--- src/design/utf8sd_pkg.sv ---
// ----------------------------------------------------------------------------
// utf8sd_pkg
// Shared types and constants for the UTF-8 stream decoder and validator:
// channel payloads, decoder state and result status codes.
// ----------------------------------------------------------------------------
`default_nettype none

package utf8sd_pkg;

  localparam int CP_W = 31;

  // result status codes
  localparam logic [2:0] ST_OK        = 3'd0;
  localparam logic [2:0] ST_BAD_LEAD  = 3'd1;
  localparam logic [2:0] ST_BAD_CONT  = 3'd2;
  localparam logic [2:0] ST_TRUNC     = 3'd3;
  localparam logic [2:0] ST_OVERLONG  = 3'd4;
  localparam logic [2:0] ST_EXCLUDED  = 3'd5;

  localparam logic [CP_W-1:0] SURR_LO = 31'h0000_d800;
  localparam logic [CP_W-1:0] SURR_HI = 31'h0000_dfff;
  localparam logic [CP_W-1:0] CP_MAX  = 31'h0010_ffff;

  typedef struct packed {
    logic [7:0] data_byte;
    logic       end_of_string;
  } in_item_t;

  typedef struct packed {
    logic [CP_W-1:0] codepoint;
    logic [2:0]      char_bytes;
    logic [2:0]      status;
    logic [15:0]     error_offset;
    logic            string_done;
  } out_item_t;

  // sequence state that does not depend on the offset width
  typedef struct packed {
    logic [2:0]      bytes_rem;
    logic [2:0]      char_len;
    logic [CP_W-1:0] partial;
    logic            skip;
  } dec_state_t;

endpackage

`default_nettype wire

--- src/design/utf8sd_step.sv ---
// ----------------------------------------------------------------------------
// utf8sd_step
// Per-byte decode logic: classifies the byte against the open sequence,
// produces the next sequence state and at most one result item.
// ----------------------------------------------------------------------------
`default_nettype none

module utf8sd_step #(
  parameter int CNT_W = 16
) (
  input  wire utf8sd_pkg::dec_state_t st,
  input  wire logic [CNT_W-1:0]  byte_idx,
  input  wire logic [CNT_W-1:0]  char_start,
  input  wire logic              strict_mode,
  input  wire utf8sd_pkg::in_item_t item,
  output utf8sd_pkg::dec_state_t st_nxt,
  output logic [CNT_W-1:0]       byte_idx_nxt,
  output logic [CNT_W-1:0]       char_start_nxt,
  output logic                   res_valid,
  output utf8sd_pkg::out_item_t  res
);
  import utf8sd_pkg::*;

  function automatic logic [2:0] lead_len(input logic [7:0] c);
    logic [2:0] n;
    if (c[7] == 1'b0)                n = 3'd1;
    else if ((c & 8'he0) == 8'hc0)   n = 3'd2;
    else if ((c & 8'hf0) == 8'he0)   n = 3'd3;
    else if ((c & 8'hf8) == 8'hf0)   n = 3'd4;
    else if ((c & 8'hfc) == 8'hf8)   n = 3'd5;
    else if ((c & 8'hfe) == 8'hfc)   n = 3'd6;
    else                             n = 3'd0;
    return n;
  endfunction

  function automatic logic [CP_W-1:0] lead_bits(input logic [2:0] n, input logic [7:0] c);
    logic [CP_W-1:0] v;
    case (n)
      3'd1: v = CP_W'(c[6:0]);
      3'd2: v = CP_W'(c[4:0]);
      3'd3: v = CP_W'(c[3:0]);
      3'd4: v = CP_W'(c[2:0]);
      3'd5: v = CP_W'(c[1:0]);
      3'd6: v = CP_W'(c[0]);
      default: v = '0;
    endcase
    return v;
  endfunction

  function automatic logic [CP_W-1:0] min_value(input logic [2:0] n);
    logic [CP_W-1:0] v;
    case (n)
      3'd2: v = 31'h0000_0080;
      3'd3: v = 31'h0000_0800;
      3'd4: v = 31'h0001_0000;
      3'd5: v = 31'h0020_0000;
      3'd6: v = 31'h0400_0000;
      default: v = '0;
    endcase
    return v;
  endfunction

  logic [7:0]       b;
  logic             eos;
  logic [2:0]       len;
  logic [CNT_W-1:0] here_inc;
  logic             complete;
  logic [CP_W-1:0]  cp;

  assign b   = item.data_byte;
  assign eos = item.end_of_string;
  assign len = lead_len(b);
  assign here_inc = (byte_idx == {CNT_W{1'b1}}) ? byte_idx : byte_idx + CNT_W'(1);

  always_comb begin
    st_nxt         = st;
    char_start_nxt = char_start;
    res_valid      = 1'b0;
    res            = '0;
    res.string_done = eos;
    complete       = 1'b0;

    if (st.skip) begin
      // dropping bytes after an error
    end else if (st.bytes_rem == 3'd0) begin
      if (len == 3'd0) begin
        res_valid        = 1'b1;
        res.status       = ST_BAD_LEAD;
        res.error_offset = 16'(byte_idx);
        st_nxt.skip      = 1'b1;
      end else begin
        st_nxt.char_len  = len;
        char_start_nxt   = byte_idx;
        st_nxt.partial   = lead_bits(len, b);
        st_nxt.bytes_rem = len - 3'd1;
        if (len == 3'd1) begin
          complete = 1'b1;
        end else if (eos) begin
          res_valid        = 1'b1;
          res.status       = ST_TRUNC;
          res.error_offset = 16'(here_inc);
        end
      end
    end else begin
      if (b[7:6] != 2'b10) begin
        res_valid        = 1'b1;
        res.status       = ST_BAD_CONT;
        res.error_offset = 16'(byte_idx);
        st_nxt.skip      = 1'b1;
        st_nxt.bytes_rem = 3'd0;
      end else begin
        st_nxt.partial   = {st.partial[CP_W-7:0], b[5:0]};
        st_nxt.bytes_rem = st.bytes_rem - 3'd1;
        if (st.bytes_rem == 3'd1) begin
          complete = 1'b1;
        end else if (eos) begin
          res_valid        = 1'b1;
          res.status       = ST_TRUNC;
          res.error_offset = 16'(here_inc);
        end
      end
    end

    cp = st_nxt.partial;
    if (complete) begin
      res_valid = 1'b1;
      if (cp < min_value(st_nxt.char_len)) begin
        res.status       = ST_OVERLONG;
        res.error_offset = 16'(char_start_nxt);
        st_nxt.skip      = 1'b1;
      end else if (strict_mode && ((cp >= SURR_LO && cp <= SURR_HI) || cp > CP_MAX)) begin
        res.status       = ST_EXCLUDED;
        res.error_offset = 16'(char_start_nxt);
        st_nxt.skip      = 1'b1;
      end else begin
        res.status     = ST_OK;
        res.codepoint  = cp;
        res.char_bytes = st_nxt.char_len;
      end
    end

    // the final byte of a string resets the sequence tracking
    if (eos) begin
      st_nxt.bytes_rem = 3'd0;
      st_nxt.skip      = 1'b0;
      byte_idx_nxt     = '0;
    end else begin
      byte_idx_nxt     = here_inc;
    end
  end

endmodule

`default_nettype wire

--- src/design/utf8_stream_decode_validate_core.sv ---
// ----------------------------------------------------------------------------
// utf8_stream_decode_validate_core
// UTF-8 decoder and validator, one byte per cycle unless the receiver stalls,
// for sequences of 1 to 6 bytes with per-string error reporting.
// ----------------------------------------------------------------------------
// Usage:
//   in_*  : one byte per word with an end-of-string flag
//   out_* : zero or one result word per input byte: code point and length,
//           or an error status with the byte offset of the fault
//   cfg_* : strict_mode write (always ready), only while the block is idle
// An accepted byte is held in the input register and decoded from there;
// its result is captured in the result register when the decode stage
// advances, and out_valid is driven from that register.
// Throughput is one byte per cycle unless the receiver stalls, set by the
// single decode stage between the input register and the result register.
// When the receiver stalls with a result pending, the decode stage holds and
// in_ready drops once the input register is also full.
// Reset (rst_n low, synchronous) empties both registers, clears the sequence
// state and offset counter and sets strict_mode to 1.
// ----------------------------------------------------------------------------
`default_nettype none

module utf8_stream_decode_validate_core #(
  parameter int OFFSET_BITS = 16
) (
  input  wire logic             clk,
  input  wire logic             rst_n,
  input  wire logic             in_valid,
  output logic                  in_ready,
  input  wire utf8sd_pkg::in_item_t in_data,
  output logic                  out_valid,
  input  wire logic             out_ready,
  output utf8sd_pkg::out_item_t out_data,
  input  wire logic             cfg_valid,
  output logic                  cfg_ready,
  input  wire logic             cfg_strict_mode
);
  import utf8sd_pkg::*;

  // offsets saturate at the smaller of 2^OFFSET_BITS-1 and 16'hffff
  localparam int CNT_W = (OFFSET_BITS >= 16) ? 16 : OFFSET_BITS;

  logic             strict_r;
  logic             s1_valid_r;
  in_item_t         s1_item_r;
  logic             out_valid_r;
  out_item_t        out_data_r;
  dec_state_t       st_r;
  dec_state_t       st_nxt;
  logic [CNT_W-1:0] byte_idx_r;
  logic [CNT_W-1:0] byte_idx_nxt;
  logic [CNT_W-1:0] char_start_r;
  logic [CNT_W-1:0] char_start_nxt;
  logic             res_valid;
  out_item_t        res;
  logic             s1_go;

  assign s1_go     = s1_valid_r && (!out_valid_r || out_ready);
  assign in_ready  = !s1_valid_r || s1_go;
  assign cfg_ready = 1'b1;
  assign out_valid = out_valid_r;
  assign out_data  = out_data_r;

  utf8sd_step #(
    .CNT_W(CNT_W)
  ) u_step (
    .st             (st_r),
    .byte_idx       (byte_idx_r),
    .char_start     (char_start_r),
    .strict_mode    (strict_r),
    .item           (s1_item_r),
    .st_nxt         (st_nxt),
    .byte_idx_nxt   (byte_idx_nxt),
    .char_start_nxt (char_start_nxt),
    .res_valid      (res_valid),
    .res            (res)
  );

  always_ff @(posedge clk) begin
    if (!rst_n) begin
      strict_r     <= 1'b1;
      s1_valid_r   <= 1'b0;
      out_valid_r  <= 1'b0;
      st_r         <= '0;
      byte_idx_r   <= '0;
      char_start_r <= '0;
    end else begin
      if (cfg_valid && cfg_ready) begin
        strict_r <= cfg_strict_mode;
      end
      if (in_valid && in_ready) begin
        s1_valid_r <= 1'b1;
      end else if (s1_go) begin
        s1_valid_r <= 1'b0;
      end
      if (s1_go) begin
        st_r         <= st_nxt;
        byte_idx_r   <= byte_idx_nxt;
        char_start_r <= char_start_nxt;
        out_valid_r  <= res_valid;
      end else if (out_ready) begin
        out_valid_r  <= 1'b0;
      end
    end
  end

  // payload registers
  always_ff @(posedge clk) begin
    if (in_valid && in_ready) begin
      s1_item_r <= in_data;
    end
    if (s1_go && res_valid) begin
      out_data_r <= res;
    end
  end

endmodule

`default_nettype wire

--- config.mk ---
export PLATFORM = sky130hd
export DESIGN_NAME = utf8_stream_decode_validate_core
export DESIGN_NICKNAME = d
export VERILOG_FILES = /design/src/design/utf8sd_pkg.sv /design/src/design/utf8sd_step.sv /design/src/design/utf8_stream_decode_validate_core.sv
export SDC_FILE = /design/constraint.sdc
export NUM_CORES = 1
export LEC_CHECK = 0
export BUFFER_PORTS_ARGS = -buffer_cell sky130_fd_sc_hd__buf_4
export CAP_MARGIN = 20
export CORE_MARGIN = 10
export CORE_UTILIZATION = 54
export DETAILED_ROUTE_END_ITERATION = 12
export MAX_ROUTING_LAYER = met4
export PLACE_DENSITY_LB_ADDON = 0.12
export SYNTH_ARGS = -nofsm -noshare
export SYNTH_HDL_FRONTEND = slang
export SYNTH_SLANG_ARGS = --single-unit
export TNS_END_PERCENT = 20
--- constraint.sdc ---
create_clock -name clk -period 5.7 [get_ports clk]
set_clock_uncertainty 0.05 [all_clocks]
set_input_delay 1.14 -clock clk [delete_from_list [all_inputs] [get_ports clk]]
set_output_delay 1.14 -clock clk [all_outputs]
set_load 0.01 [all_outputs]
-- Word level (Yosys, flattened, before mapping)
Index checks and enable logic that the tools add are counted.
- reductions and logical operators: 16
- $add $sub $neg: 3
- bitwise gates (word level): 1
- eq/ne operators: 21
- muxes and demuxes: 57
- order comparisons: 4
- operators by type and width (kind ; number):
    $pmux 27 s5 ; 1
    $mux 19 ; 7
    $mux 16 ; 6
    $mux 31 ; 2
    $pmux 7 s6 ; 1
    $mux 38 ; 1
    $mux 37 ; 1
    $mux 18 ; 2
    $mux 3 ; 11
    $mux 32 ; 1
    $ge 31x16->1 const B ; 1
    $gt 31x21->1 const B ; 1
    $le 31x16->1 const B ; 1
    $lt 31x31->1 ; 1
    $mux 1 ; 24
    $eq 3x3->1 const B ; 7
    $add 16x1->16 const B ; 1
    $eq 16x16->1 const B ; 1
    $eq 3x2->1 const B ; 4
    $eq 7x7->1 const B ; 1
    $eq 3x1->1 const B ; 2
    $eq 6x6->1 const B ; 1
    $logic_not 3->1 ; 2
    $sub 3x1->3 const B ; 2
    11 further kinds ; 20
- word-level logic and storage cells: 118
- bits in registers: 136
- output and inout port bits: 57
- bits of input ports: 15

-- Depth between registers and ports, before layout
- word-level depth: 20
- mapped depth: 18
- gate-level depth less buffers: 15

-- Cells and area by module
From an unflattened synthesis, not the netlist that was laid out.
- cell total of the unflattened synthesis: 984
- area, all modules: 8346.8 µm²
- modules (own cells, without submodules) (module ; cells an instance ; area each (µm²) ; instances):
    utf8_stream_decode_validate_core ; 384 ; 4903.5 ; 1
    utf8sd_step ; 600 ; 3443.3 ; 1

-- Least setup slack after synthesis
Ideal clock, no wire load.
- kind: flip-flop to flip-flop
- from: reg s1_item_r[2] (netlist bit)
- to: reg out_data_r, in the netlist out_data[0] (enable)
- period minus slack after synthesis: 5.323 ns
- slack: 0.377 ns
- arrival: 4.787 ns
- required time: 5.165 ns
- setup time: 0.485 ns
- cell stages (with the launch flop): 11
- path through: edfxtp_1 > nand3b_1 > a31oi_1 > nor3_1 > ha_1 > buf_2 > nor2_1 > a21oi_1 > or3_1 > clkbuf_1 > a21oi_1
- longest elaborated chain between the ends: 14
- elaborated cells between the ends (all ways): 19
- classes of those cells: 2 x eq/ne; 15 x mux; 2 x reduce/logical
- RTL lines (what ; RTL line ; source):
    from (decl) ; utf8_stream_decode_validate_core.sv:45 ; in_item_t s1_item_r;
    from (signal assigned) ; utf8_stream_decode_validate_core.sv:110 ; s1_item_r <= in_data;
    $eq 7x7->1 * ; utf8sd_step.sv:31 ; else if ((c & 8'hfe) == 8'hfc) n = 3'd6;
    $mux 3 * ; utf8sd_step.sv:31 ;
    $mux 3 * ; utf8sd_step.sv:30 ; else if ((c & 8'hfc) == 8'hf8) n = 3'd5;
    $mux 3 * ; utf8sd_step.sv:29 ; else if ((c & 8'hf8) == 8'hf0) n = 3'd4;
    $mux 3 * ; utf8sd_step.sv:28 ; else if ((c & 8'hf0) == 8'he0) n = 3'd3;
    $mux 3 * ; utf8sd_step.sv:27 ; else if ((c & 8'he0) == 8'hc0) n = 3'd2;
    $mux 3 * ; utf8sd_step.sv:26 ; if (c[7] == 1'b0) n = 3'd1;
    $eq 3x1->1 ; utf8sd_step.sv:96 ; if (len == 3'd1) begin
    $mux 1 ; utf8sd_step.sv:96 ;
    $mux 1 ; utf8sd_step.sv:86 ; if (len == 3'd0) begin
    $mux 1 ; utf8sd_step.sv:85 ; end else if (st.bytes_rem == 3'd0) begin
    $mux 1 ; utf8sd_step.sv:83 ; if (st.skip) begin
    $mux 1 * ; utf8sd_step.sv:125 ; if (complete) begin
    $logic_and 1x1->1 * ; utf8_stream_decode_validate_core.sv:112 ; if (s1_go && res_valid) begin
    to (signal assigned) ; utf8_stream_decode_validate_core.sv:113 ; out_data_r <= res;
    to (decl) ; utf8_stream_decode_validate_core.sv:47 ; out_item_t out_data_r;
Mark *: on every way between the ends. The rest lies on a longest branch, timed or not.
A chain may end at the register's enable or synchronous reset.

-- Worst setup path after layout
- from: reg s1_item_r[2] (netlist bit)
- to: reg out_data_r, in the netlist out_data[39] (data pin)
- longest elaborated chain between the ends: 17
- elaborated cells between the ends (all ways): 40
- classes of those cells: 4 x order compare; 12 x eq/ne; 18 x mux; 1 x bitwise; 5 x reduce/logical
- RTL lines (what):
    parallel branches: the longest is 17 deep, another holds $mux 38
Several ways; the timed one is not identified. The select of a mux whose other input is x is not followed.

==> results.py <==
metrics = {
    "global_route": {
        "grt_start_max_net_pins": 74,
        "grt_pass1_vias": 6520,
        "antenna_found_initial": 0,
        "grt_overflow": 0,
        "grt_pass1_wl_um": 34940,
        "grt_util_all_layers_pct": 24.00,
    },
    "clock_tree": {
        "postCtsHoldBufs": 0,
        "clockBufferDepth": 2,
        "cts_resized": 0,
        "ctsRootBufferMaster": "clkbuf_16",
        "clkLatencyLatePin_ps": 430,
        "path_clk_slew_ps": 60,
        "cts_setup_buffers": 0,
        "cts_tree": "yes",
        "htree_levels": 4,
        "cts.sinks": 136,
        "cts_buffers": 17,
    },
    "timing": {
        "fmax_ghz": 0.1997,
        "worst_slew_pin_slew_ps": 1111,
        "post-route-period-util_pct": 87.87,
        "hold_viol": 0,
        "hold_slack_ps": 417.1,
        "slew_violations": 0,
        "fin_setup_tns_ps": 0,
        "period_needed_ps": 5008,
        "setup_viol": 0,
        "relSlewSlack_pct": 25.65,
        "rsz0062_at_grt": "no",
    },
    "logic_synthesis": {
        "synth.area.mux_share_pct": 3.260,
        "synth-adder-area-share_pct": 1.839,
        "syn_nets": 808,
        "synth_seq_cells": 136,
        "synth_top_family_by_area": "compound AO/OA/AOI/OAI gates",
        "synth_edf_count": 63,
        "postSynth.asyncResetShare_pct": 0,
        "synth-compound-area-share_pct": 25.58,
        "ys_seq_area_share_pct": 44.80,
        "synthXorXnorAreaFrac_pct": 0.5851,
        "yosys_warnings": 0,
        "synth-simple-area-share_pct": 19.29,
        "synth_cell_types": 74,
        "avgSynthCellArea_sq_um": 9.571,
        "synth_area_sq_um": 7485,
        "postSynthCellCount": 782,
        "synth_ff_type": "dfxtp_1",
    },
    "route": {
        "drt_iter0_markers": 808,
        "route.vias.total": 6678,
        "ant_nets": 0,
        "drt-wirelength-per-cell_um": 21.93,
        "dr.pass1.iters": 8,
        "vias_per_cell": 6.632,
        "drt-total-wl_um": 22090,
        "drc": 0,
    },
    "place": {
        "gp_congestion": 0.8853,
        "place_area_sq_um": 8068,
        "io_buffers": 70,
        "dp_cells": 974,
        "dp_hpwl_um": 14220,
    },
    "setup_path": {
        "cp_cell_sequence": "nand3b_1 > a31oi_1 > nor3_1 > ha_1 > nor4b_4 > mux2i_1 > nor2_1 > nand2_1 > ha_1 > a211o_1 > nor4_2 > nor4_2 > buf_4 > and2_1",
        "worst_ep_required_time_ps": 5830,
        "slowest_delay_ps": 770,
        "crit_fanout": 30,
        "arrival_ps": 5140,
        "path_buf_inv": 1,
        "startpoint_type": "flop",
        "slowest_stage": "nor4b_4",
        "worstSetupEndpointType": "flop",
        "worstSetupPathType": "flop to flop",
        "crit_family": "simple AND/OR/NAND/NOR gates",
    },
    "power": {
        "power_frac_clock_pct": 44.3,
        "p_seq_share_pct": 43.4,
        "pwr-share-comb_pct": 12.3,
        "cellLeakagePower_nw": 3.168,
        "power_density_nw_per_um2": 287.1,
        "swShare_pct": 25.78,
        "power_switching_mw": 0.6414,
        "vdd_drop_max_v": 0.0002260,
        "p_int_mw": 1.847,
    },
    "cells_and_area": {
        "final_core_util_pct": 64.68,
        "antenna_cells": 0,
        "finalNetCount": 844,
        "final_area_sq_um": 8667,
        "syn2layout_area_growth_pct": 15.80,
        "drive_above_1_share_pct": 16.97,
        "layout_common_cells": "buf_4 (84), nand2_1 (73), dfxtp_1 (73), edfxtp_1 (63), nor2b_1 (60)",
        "layout_commonest_cell": "buf_4",
        "fin_cells": 1007,
    },
    "floorplan": {
        "die_w_um": 137.7,
        "pin_count": 72,
        "die_height_um": 137.7,
        "placementRows": 42,
        "dieArea_sq_um": 18970,
        "initial_core_util_pct": 55.85,
        "core-area_sq_um": 13400,
    },
    "min_path": {
        "hold_path.class": "flop to flop",
    },
    "job": {
        "cap_viol_max_count": 0,
    },
    "run_status": {
        "status": "finished, final reports clean",
    },
}
state kept, by name (all words and copies together), names as in the netlist:
signal / flops
strict_r: 1
byte_idx_r: 16
char_start_r: 16
out_valid: 1
out_data: 54
s1_item_r: 9
s1_valid_r: 1
st_r: 38
final cells by class:
cell class                 instances  area (sq um)
fill                            1139          4733
clock buffer                      19         432.9
inverter                          15         56.30
clock inverter                    13         155.1
timing repair buffer              85         641.9
sequential                       136          3353
multi-input combinational        563          3807
tap                              176         220.2
cell families (layout without fill, tap and decap cells):
kind of cell | after synthesis | after routing
AO/OA/AOI/OAI | 255 | 255
XOR/XNOR | 5 | 5
flip-flops | 136 | 136
AND/OR/NAND/NOR | 267 | 267
adder cells (fa/ha/maj) | 11 | 11
other | 1 | 1
multiplexers | 24 | 24
buffers and inverters | 83 | 132
routing by layer:
metal  track usage, %  vias up  share of wire, %  wire [um]
met5                -        -                 0          0
met4            8.285        0               1.5        329
met3            6.810       42               9.6       2116
met2            35.15      362                45       9999
met1            31.24     3244                44       9643
li1                 -     3030                 -          -
per-stage QoR:
step                      total power, mW  setup WS, ps
after floorplan                     1.295         377.2
final                               2.488         691.6
after detailed placement            1.399         846.0
after global placement              1.393         964.1
after CTS                           2.490         826.2
after global routing                2.567         389.7
worst register-to-register path: stages, from the launching register on:
cell,delay (ps)
edfxtp_1,430
nand3b_1,180
a31oi_1,360
nor3_1,180
ha_1,410
nor4b_4,770
mux2i_1,600
nor2_1,110
nand2_1,120
ha_1,240
a211o_1,240
nor4_2,520
nor4_2,110
buf_4,240
and2_1,190
synth_stat cells (3+ instances only):
library cell,count,share of area (%)
dfxtp_1,73,20
nand2_1,73,3.7
edfxtp_1,63,25
nor2b_1,61,5.1
clkbuf_1,51,2.6
a22oi_1,44,4.4
o21ai_0,43,2.9
nand3_1,32,2.1
nor2_1,30,1.5
a21oi_1,29,1.9
a21boi_0,22,2.2
a221oi_1,21,2.5
mux2i_1,21,2.8
inv_1,13,0.65
and2_1,12,1.0
o211a_1,12,1.6
buf_2,11,0.74
ha_1,11,1.8
nor3_1,10,0.67
a31oi_1,9,0.75
nor4_1,8,0.67
o32ai_1,7,0.82
a21boi_1,6,0.60
and3_1,6,0.50
o22ai_2,6,1.0
nand2b_1,5,0.42
nand4_1,5,0.42
a22o_1,4,0.47
o21a_1,4,0.40
o22ai_1,4,0.33
o31ai_1,4,0.40
o32ai_2,4,0.87
o41ai_1,4,0.47
or3_1,4,0.33
a211o_1,3,0.35
a21o_1,3,0.30
and4_1,3,0.35
buf_1,3,0.15
mux2_2,3,0.45
nand3b_1,3,0.30
o21ai_1,3,0.20
o311ai_0,3,0.35
xnor2_1,3,0.35
worst paths after layout:
check,from,endpoint,slack (ps),depth (start not counted)
worst max-delay path,s1_item_r[2],out_data[39],690,14
worst min-delay path,char_start_r[1],char_start_r[1],420,2
worst max register to register,s1_item_r[2],out_data[39],690,14
worst min register to register,char_start_r[1],char_start_r[1],420,2
power by group through the flow:
stage	combinational, mW	sequential, mW	clock [mW]
final	0.305	1.08	1.10
after global routing	0.327	1.08	1.16
after CTS	0.300	1.08	1.11
after detailed placement	0.299	1.10	0
after global placement	0.294	1.10	0
after floorplan	0.195	1.10	0
Power figures use the tool's default switching activity.
